$ cat src/hdl/pbc_pkg.sv
// Package: constants, types and hash function shared by the predictor byte codec.
`default_nettype none
package pbc_pkg;

  localparam int unsigned TableDepth = 32768;
  localparam int unsigned TableAw    = $clog2(TableDepth);
  localparam int unsigned GroupSize  = 8;
  localparam int unsigned HashShift  = 7;
  localparam logic [7:0]  FillByte   = 8'h20;

  localparam logic DirCompress   = 1'b0;
  localparam logic DirDecompress = 1'b1;

  typedef enum logic [6:0] {
    S_CLEAR = 7'b0000001,
    S_IDLE  = 7'b0000010,
    S_C_CMP = 7'b0000100,
    S_C_EMT = 7'b0001000,
    S_D_IN  = 7'b0010000,
    S_D_RD  = 7'b0100000,
    S_D_OUT = 7'b1000000
  } pbc_state_e;

  typedef struct packed {
    logic cfg_wr;    // direction register write
    logic restart;   // return stream state to reset values
    logic clr_we;    // clearing pass write
    logic rd_en;     // table read at current hash
    logic latch;     // capture input transaction
    logic c_cmp;     // compress: compare guess, update
    logic c_emit;    // compress: load next flag/literal into output
    logic d_in;      // decompress: consume input byte
    logic d_out;     // decompress: emit predicted byte
    logic d_finish;  // decompress: close out group handling
  } pbc_cmd_t;

  typedef struct packed {
    logic clr_done;
    logic dir;
    logic eos;
    logic awaiting;
    logic group_done;
    logic emit_last;
    logic loop_go;
    logic out_free;
  } pbc_stat_t;

  function automatic logic [TableAw-1:0] pbc_hash(input logic [7:0] prev,
                                                  input logic [7:0] prev_prev);
    logic [TableAw-1:0] a;
    logic [TableAw-1:0] b;
    a = TableAw'(prev);
    b = TableAw'({prev_prev, HashShift'(0)});
    return a ^ b;
  endfunction

endpackage
`default_nettype wire

$ cat src/hdl/pbc_ctrl.sv
// Controller: state machine sequencing table clear, compress and decompress steps.
`default_nettype none
module pbc_ctrl
  import pbc_pkg::*;
(
  input  wire logic      clk_i,
  input  wire logic      rst_ni,
  input  wire logic      in_valid_i,
  output logic           in_ready_o,
  input  wire logic      cfg_valid_i,
  input  wire pbc_stat_t stat_i,
  output pbc_cmd_t       cmd_o
);

  pbc_state_e state_q, state_d;

  always_ff @(posedge clk_i or negedge rst_ni) begin
    if (!rst_ni) begin
      state_q <= S_CLEAR;
    end else begin
      state_q <= state_d;
    end
  end

  always_comb begin
    state_d    = state_q;
    cmd_o      = '0;
    in_ready_o = 1'b0;
    case (state_q)
      S_CLEAR: begin
        cmd_o.clr_we = 1'b1;
        if (stat_i.clr_done) begin
          state_d = S_IDLE;
        end
      end
      S_IDLE: begin
        in_ready_o  = 1'b1;
        cmd_o.rd_en = 1'b1;
        if (in_valid_i) begin
          cmd_o.latch = 1'b1;
          state_d     = (stat_i.dir == DirDecompress) ? S_D_IN : S_C_CMP;
        end
      end
      S_C_CMP: begin
        cmd_o.c_cmp = 1'b1;
        state_d     = stat_i.group_done ? S_C_EMT : S_IDLE;
      end
      S_C_EMT: begin
        if (stat_i.out_free) begin
          cmd_o.c_emit = 1'b1;
          if (stat_i.emit_last) begin
            cmd_o.restart = stat_i.eos;
            state_d       = stat_i.eos ? S_CLEAR : S_IDLE;
          end
        end
      end
      S_D_IN: begin
        if (stat_i.awaiting || stat_i.out_free) begin
          cmd_o.d_in = 1'b1;
          state_d    = S_D_RD;
        end
      end
      S_D_RD: begin
        // history was updated last cycle, so the read sees any fresh write
        if (stat_i.loop_go) begin
          cmd_o.rd_en = 1'b1;
          state_d     = S_D_OUT;
        end else begin
          cmd_o.d_finish = 1'b1;
          cmd_o.restart  = stat_i.eos;
          state_d        = stat_i.eos ? S_CLEAR : S_IDLE;
        end
      end
      S_D_OUT: begin
        if (stat_i.out_free) begin
          cmd_o.d_out = 1'b1;
          state_d     = S_D_RD;
        end
      end
      default: begin
        state_d = S_CLEAR;
      end
    endcase

    if (cfg_valid_i) begin
      cmd_o         = '0;
      cmd_o.cfg_wr  = 1'b1;
      cmd_o.restart = 1'b1;
      in_ready_o    = 1'b0;
      state_d       = S_CLEAR;
    end
  end

`ifndef SYNTH
  a_cfg_clear: assert property (@(posedge clk_i) disable iff (!rst_ni)
    cfg_valid_i |=> state_q == S_CLEAR)
    else $error("config write did not start clearing pass");

  a_clear_no_in: assert property (@(posedge clk_i) disable iff (!rst_ni)
    state_q == S_CLEAR |-> !in_ready_o)
    else $error("input taken during clearing pass");

  a_eos_clear: assert property (@(posedge clk_i) disable iff (!rst_ni)
    (cmd_o.restart && !cfg_valid_i) |-> stat_i.eos)
    else $error("restart without end of stream");
`endif

endmodule
`default_nettype wire

$ cat config.mk
export PLATFORM = sky130hd
export DESIGN_NAME = pbc_ctrl
export DESIGN_NICKNAME = d
export VERILOG_FILES = /design/src/hdl/pbc_pkg.sv /design/src/hdl/pbc_ctrl.sv
export SDC_FILE = /design/constraint.sdc
export NUM_CORES = 1
export LEC_CHECK = 0
export BUFFER_PORTS_ARGS = -buffer_cell sky130_fd_sc_hd__buf_2
export CORE_UTILIZATION = 44
export DETAILED_ROUTE_END_ITERATION = 8
export PLACE_DENSITY_LB_ADDON = 0.3
export SYNTH_ARGS = -nofsm -noshare
export SYNTH_HDL_FRONTEND = slang
export SYNTH_SLANG_ARGS = --single-unit
$ cat constraint.sdc
create_clock -name clk_i -period 2.1 [get_ports clk_i]
set_clock_uncertainty 0.2 [all_clocks]
set_input_delay 0.21 -clock clk_i [delete_from_list [all_inputs] [get_ports clk_i]]
set_output_delay 0.21 -clock clk_i [all_outputs]
set_load 0.01 [all_outputs]
### After elaboration in Yosys (flattened, before gate mapping)

Index checks and enable logic that the tools add are counted.

| word-level totals | value |
|---|---|
| register bits | 7 |
| input port bits | 12 |
| word-level logic and storage cells | 48 |

| cells by class | value |
|---|---|
| equal/unequal tests | 13 |
| muxes and demuxes | 32 |
| reduce and logical (&&, ||, !) cells | 2 |

Operators by type and width:

| operator | number |
|---|---|
| two-way mux 7 bit | 8 |
| case mux 7 bit (7 select lines) | 1 |
| inequality test 3 bit (second input constant) | 6 |
| two-way mux 1 bit | 17 |
| two-way mux 10 bit | 1 |
| equality test 7 x 1 -> 1 bit (second input constant) | 1 |
| equality test 7 x 2 -> 1 bit (second input constant) | 1 |
| equality test 7 x 3 -> 1 bit (second input constant) | 1 |
| equality test 7 x 4 -> 1 bit (second input constant) | 1 |
| equality test 7 x 5 -> 1 bit (second input constant) | 1 |
| equality test 7 x 6 -> 1 bit (second input constant) | 1 |
| equality test 7 bit (second input constant) | 1 |
| AND reduction 6 bit | 1 |
| two-way mux 5 bit | 1 |
| two-way mux 4 bit | 1 |
| case mux 1 bit (2 select lines) | 2 |
| two-way mux 2 bit | 1 |
| logical OR 1 bit | 1 |

### Logic depth before layout (Yosys ltp)

Gate-level depths: netlist (run 1).

| logic depth | value |
|---|---|
| depth in word-level cells | 5 |
| gate-level depth with buffers | 5 |

### Worst setup path before layout (run 1)

Ideal clock, no wire load.

| timing path | value |
|---|---|
| path type | register -> output |
| from | register state_q[4] |
| to | output cmd_o[5] (netlist bit) |
| arrival | 1.723 ns |
| data required time | 1.690 ns |
| setup slack | -0.033 ns |
| cell stages (with the launch flop) | 5 |
| cell sequence | dfrtp_1 > buf_6 > or4_4 > nor4b_2 > and2_1 |

RTL lines:

| what | RTL line | source |
|---|---|---|
| start: declaration | pbc_ctrl.sv:15 | `pbc_state_e state_q, state_d;` |
| start signal: assignment | pbc_ctrl.sv:21 | `state_q <= state_d;` |
| end: declaration | pbc_ctrl.sv:12 | `output pbc_cmd_t cmd_o` |

==> metrics.txt, run 1 <==
status=complete, but fails checks; failing checks=setup timing; Placed Area=922 um^2; max reg flops=7; CTS tree=built; Max Cap Violations=0; Metal-1 WL=1120 um; Power per Cell Area=818 nW/um^2; number of synthesized register bits=7; post-synthesis sequential area ratio=0.245; # IOs=23; crit path buf inv count=1; Max stage delay on crit path=0.56 ns; Max Clock Freq=427 MHz; die area=1800 um^2; hold path cells=3; number of global-route vias before repair=887; critical path launch point type=flip-flop; commonest cells after routing, fill and taps aside=24 x buf_4, 21 x buf_2, 10 x nor2_1; commonest non-fill, non-tap cell in the layout=buf_4; CP Capture Type=output port; Post-DRT Antenna Nets=0; critical path class=reg -> out; syn_nets=102; largest net degree at the start of global routing=10; R2R depth=7; hold_sp=stat_i[7]; met3 routed WL=164 um; mapped cell area=719 um^2; via count=942; CTS clk-pin slew, worst paths=0.06 ns; Core ar.=1520 um^2; Max Slew Vio Count=0; worst vdd ir=around 0.47 mV; nets=approximately 150; final setup violating endpoints=14; critical path's slowest cell=or4_4; EDFF count, synth=0; Syn Inst Count=90; Tightest Pin Transition=0.344 ns; worst-path cell chain=or4_4 > nor4b_4 > and2_1 > buf_2; H-tree level count=1; Leak Pwr=around 0.6 nW; share of cells above drive strength 1=0.571; worst-skew pair later-pin latency=0.26 ns; Hold Path Sink=state_q[0]$_DFFE_PN1P_; largest registers=state_q x7; main flop type after synthesis=dfrtp_1; CTS root buf=clkbuf_4; first-pass GRT wire length=3950 um; Arr. time, crit path=around 1.9 ns; post-layout min period=2.34 ns; Antenna diodes=0; HPWL after detailed placement=roughly 1500 um; grt ovf=0; TritonCTS Sinks=7; DIE WIDTH=42.4 um; Area Growth Syn to Fin=71.5%; flop2flop setup slack=-0.18 ns; Vias/cell=6.04; initial core utilization=0.472; Syn Area/Cell=~8.0 um^2; Top Layer Used=met4; final core utilization=0.810; DRT iter0 DRCs=29; FF-to-FF End=state_q[4]$_DFFE_PN0P_; CP required=1.69 ns; CTS Buf Count=3; Cell variety after synth=41; CP top delay family=simple AND/OR/NAND/NOR gates; unrepaired setup endpoints after global routing=yes; Final Hold Vio Count=0; fin area=1230 um^2; Yosys warnings=0; DR pass1 iterations=4; r2r startpoint=state_q[5]$_DFFE_PN0P_; final period utilization=1.12; Final GP Congestion=between 0.9 and 1; PnR worst setup slack=-0.245 ns; I/O Buffers=22; Die Ht=between 40 and 50 um; total wire length=2680 um; crit-path max FO=4; Filler cells=94; # DRC=0; Top reg by flops=state_q; antenna violations before repair=0; cell row count=14; hold crit path type=in -> reg; Total GRT Usage=0.296; DR WL met2=roughly 1300 um; average wire per standard cell=17.2 um; fraction of registers with async set or reset after synthesis=1.00; Slew headroom=0.770; clk buf depth=2
-- logic make-up after synthesis --
kind of cell	after synthesis	share of synthesized area
multiplexers	3	0.0417
XOR/XNOR	1	0.0122
AND/OR/NAND/NOR	50	0.428
AO/OA/AOI/OAI	18	0.198
buffers and inverters	11	0.0748
flip-flops	7	0.245
-- worst min-delay path, delay by kind of cell --
family,cells,cell delay [ns]
buffers and inverters,1,0.10
and+or+nand+nor,1,0.13
AOI/OAI and AO/OA,1,0.07
-- routing by layer --
layer  global-route usage  vias to the layer above
met2                0.483                       41
li1                     -                      432
met4                0.113                        0
met5                    0                        -
met1                0.369                      459
met3               0.0776                       10
-- power breakdown --
part	total [W]	switching [W]	internal, W	leakage (nW)
registers	0.000183	0.0000181	0.000165	0.0919
clock network	0.000130	0.0000574	0.0000730	0.0150
logic	0.000695	0.000333	0.000362	0.491
total	0.00101	0.000409	0.000600	0.598
-- area by class of cell --
class / count / area (um^2) / share of cell area
Inverter: 2 / 7.51 / 0.00609
Clock buffer: 4 / 26.3 / 0.0213
Tap cell: 16 / 20.0 / 0.0162
Timing Repair Buffer: 55 / 394 / 0.319
Sequential cell: 7 / 178 / 0.144
Multi-Input combinational cell: 72 / 608 / 0.493
-- what timing repair did --
item,in CTS,in global routing
pin swaps,9,10
buffers inserted,9,7
setup endpoints to repair,9,14
resized for setup,17,11
hold buffers,3,0
hold endpoints to repair,9,0
-- stage by stage --
stage / cells / setup WS [ns] / total power (W) / hold WS (ns) / TNS (ns)
after detailed placement: 133 / 0.0275 / 0.000610 / -0.146 / 0
after global routing: 156 / -0.296 / 0.00106 / 0.0509 / -2.56
after floorplan: 90 / 0.0153 / 0.000468 / -0.286 / 0
after CTS: 149 / -0.201 / 0.000929 / 0.0380 / -1.08
final: 156 / -0.245 / 0.00101 / 0.0546 / -1.84
after global placement: 133 / 0.0206 / 0.000604 / -0.150 / 0
-- cells in the mapped netlist, types with 3 or more instances --
cell type  instances  area (um^2)
or3_1              4         25.0
dfrtp_1            6          150
nor3_1             4         20.0
nor2_1            11         41.3
mux2i_1            3         30.0
a211oi_1           3         22.5
nor3b_1            4         30.0
nand2_1            7         26.3
clkbuf_1           5         18.8
-- worst max-delay path by stage --
stage	start	to	slack (ns)	cells past startpoint
global placement	state_q[4]$_DFFE_PN0P_	state_q[0]$_DFFE_PN1P_	0.02	4
floorplan	state_q[4]$_DFFE_PN0P_	state_q[0]$_DFFE_PN1P_	0.02	5
finish	state_q[5]$_DFFE_PN0P_	cmd_o[5]	-0.24	4
CTS	state_q[4]$_DFFE_PN0P_	cmd_o[5]	-0.20	4
detailed placement	state_q[0]$_DFFE_PN1P_	state_q[4]$_DFFE_PN0P_	0.03	5
global route	state_q[5]$_DFFE_PN0P_	cmd_o[5]	-0.30	4
(Power assumes the default switching activity.)
==> run 2, diff against run 1 <==
PLACE_DENSITY = 0.73   (was default)
PLACE_DENSITY_LB_ADDON = default   (was 0.3)
==> metrics.txt, run 2 (synthesized netlist as in run 1, its figures left out) <==
critical path launch point type=flip-flop; total wire length=2540 um (-5.2%); final setup violating endpoints=9 (-5); final period utilization=1.11 (-0.00885); CTS tree=built; DIE WIDTH=42.4 um (unchanged); Max Clock Freq=430 MHz (+0.80%); Post-DRT Antenna Nets=0 (unchanged); DRT iter0 DRCs=51 (+76%); Antenna diodes=0 (unchanged); Place WS=0.0368 ns (+0.00930 ns); # IOs=23 (unchanged); non-filler instance count after layout=152 (-2.6%); max reg flops=7 (unchanged); CP required=1.69 ns (about the same); average wire per standard cell=16.7 um (-2.7%); HPWL after detailed placement=1590 um (+4.2%); I/O Buffers=22 (unchanged); hold crit path type=in -> reg; first-pass GRT wire length=3620 um (-8.2%); TritonCTS Sinks=7 (unchanged); worst-skew pair later-pin latency=0.26 ns (about the same); via count=938 (-0.42%); FF-to-FF End=state_q[0]$_DFFE_PN1P_; Leak Pwr=0.575 nW (-3.9%); WP depth=5 (+1); # DRC=0 (unchanged); worst vdd ir=0.606 mV (+30%); commonest cells after routing, fill and taps aside=23 x buf_2, 18 x buf_4, 11 x nor2_1; Max stage delay on crit path=0.55 ns (about the same); unrepaired setup endpoints after global routing=yes; Area Growth Syn to Fin=68.5%; share of cells above drive strength 1=0.559 (-0.0126); Max Cap Violations=0 (unchanged); failing checks=setup timing; grt ovf=0 (unchanged); fin area=1210 um^2 (-1.7%); Top reg by flops=state_q; post-layout min period=2.33 ns (-0.0186 ns); critical path startpoint=state_q[5]$_DFFE_PN0P_; clk buf depth=2 (unchanged); CTS root buf=clkbuf_4; r2r startpoint=state_q[5]$_DFFE_PN0P_; Power per Cell Area=782 nW/um^2 (-4.4%); status=complete, but fails checks; CTS Buf Count=3 (unchanged); number of global-route vias before repair=822 (-7.3%); Vias/cell=6.17 (+2.2%); flop2flop setup slack=-0.05 ns (+0.13 ns); Final Hold Vio Count=0 (unchanged); Slew headroom=0.808 (+0.0385); largest net degree at the start of global routing=10 (unchanged); PnR worst setup slack=-0.226 ns (+0.0186 ns); initial core utilization=0.472 (unchanged); Core ar.=1520 um^2 (unchanged); CP top delay family=simple AND/OR/NAND/NOR gates; DR pass1 iterations=4 (unchanged); die area=1800 um^2 (unchanged); worst-path cell chain=or4_4 > nor4b_4 > buf_4 > a41o_1 > buf_2; CP Capture Type=output port; Placed Area=915 um^2 (-0.81%); commonest non-fill, non-tap cell in the layout=buf_2; crit path buf inv count=2 (+1); cell row count=14 (unchanged); CTS clk-pin slew, worst paths=0.05 ns (about the same); H-tree level count=1 (unchanged); largest registers=state_q x7; placed insts=132 (-0.75%); Die Ht=42.4 um (unchanged); Final GP Congestion=0.879 (-2.6%); Max Slew Vio Count=0 (unchanged); R2R depth=5 (-2); Tightest Pin Transition=0.286 ns (-0.0580 ns); crit-path max FO=3 (-1); CP endpoint=cmd_o[6]; Total GRT Usage=0.264 (-0.0322); Arr. time, crit path=1.92 ns (about the same); critical path's slowest cell=or4_4; nets=149 (-2.6%); critical path class=reg -> out; antenna violations before repair=0 (unchanged)
run 2: how the worst min path moves through the flow:
stage	start	endpoint	slack [ns]	cells after the start
final	stat_i[7]	state_q[0]$_DFFE_PN1P_	0.06	3
after global routing	stat_i[7]	state_q[0]$_DFFE_PN1P_	0.06	3
after CTS	stat_i[7]	state_q[0]$_DFFE_PN1P_	0.04	3
after detailed placement	rst_ni	state_q[6]$_DFFE_PN0P_	-0.15	1
after global placement	rst_ni	state_q[6]$_DFFE_PN0P_	-0.15	1
after floorplan	rst_ni	state_q[1]$_DFFE_PN0P_	-0.29	0
run 2: worst min-delay path: stages:
cell	delay, ns
buf_2	0.09
or4_4	0.13
a22oi_2	0.07
run 2: power breakdown:
part           internal (W)  total [W]  leakage (nW)  switching (W)
combinational      0.000324   0.000626         0.468       0.000302
clock             0.0000727   0.000126        0.0150      0.0000532
sequential         0.000166   0.000196        0.0919      0.0000301
run 2: metal layers:
metal  vias up  track usage  routed length, um
li1        430            -                  -
met1       453        0.347               1070
met2        50        0.422               1250
met3         5       0.0647                187
met4         0       0.0813                 32
met5         -            0                  0
run 2: final cells by class:
class	count	area, um^2
clock buffers	4	26.3
fillers	91	312
inverters	2	7.51
multi-input cells	72	613
flip-flops and latches	7	178
well taps	16	20.0
repair buffers	51	368
run 2: timing repair:
action / 4_1_cts / 5_1_grt
hold endpoints to repair: 9 / 0
setup endpoints to repair: 8 / 14
buffers inserted: 4 / 9
resized for setup: 13 / 15
hold buffers: 3 / 0
gates cloned: 0 / 1
pin swaps: 5 / 15
run 2: through the flow:
stage / hold slack (ns) / setup TNS [ns] / power [W] / util
6_report: 0.0592 / -0.808 / 0.000948 / 0.796
5_1_grt: 0.0578 / -1.45 / 0.000999 / 0.796
4_1_cts: 0.0424 / -0.919 / 0.000847 / 0.700
3_5_place_dp: -0.150 / 0 / 0.000616 / 0.600
3_3_place_gp: -0.151 / 0 / 0.000607 / 0.600
2_1_floorplan: -0.286 / 0 / 0.000468 / -
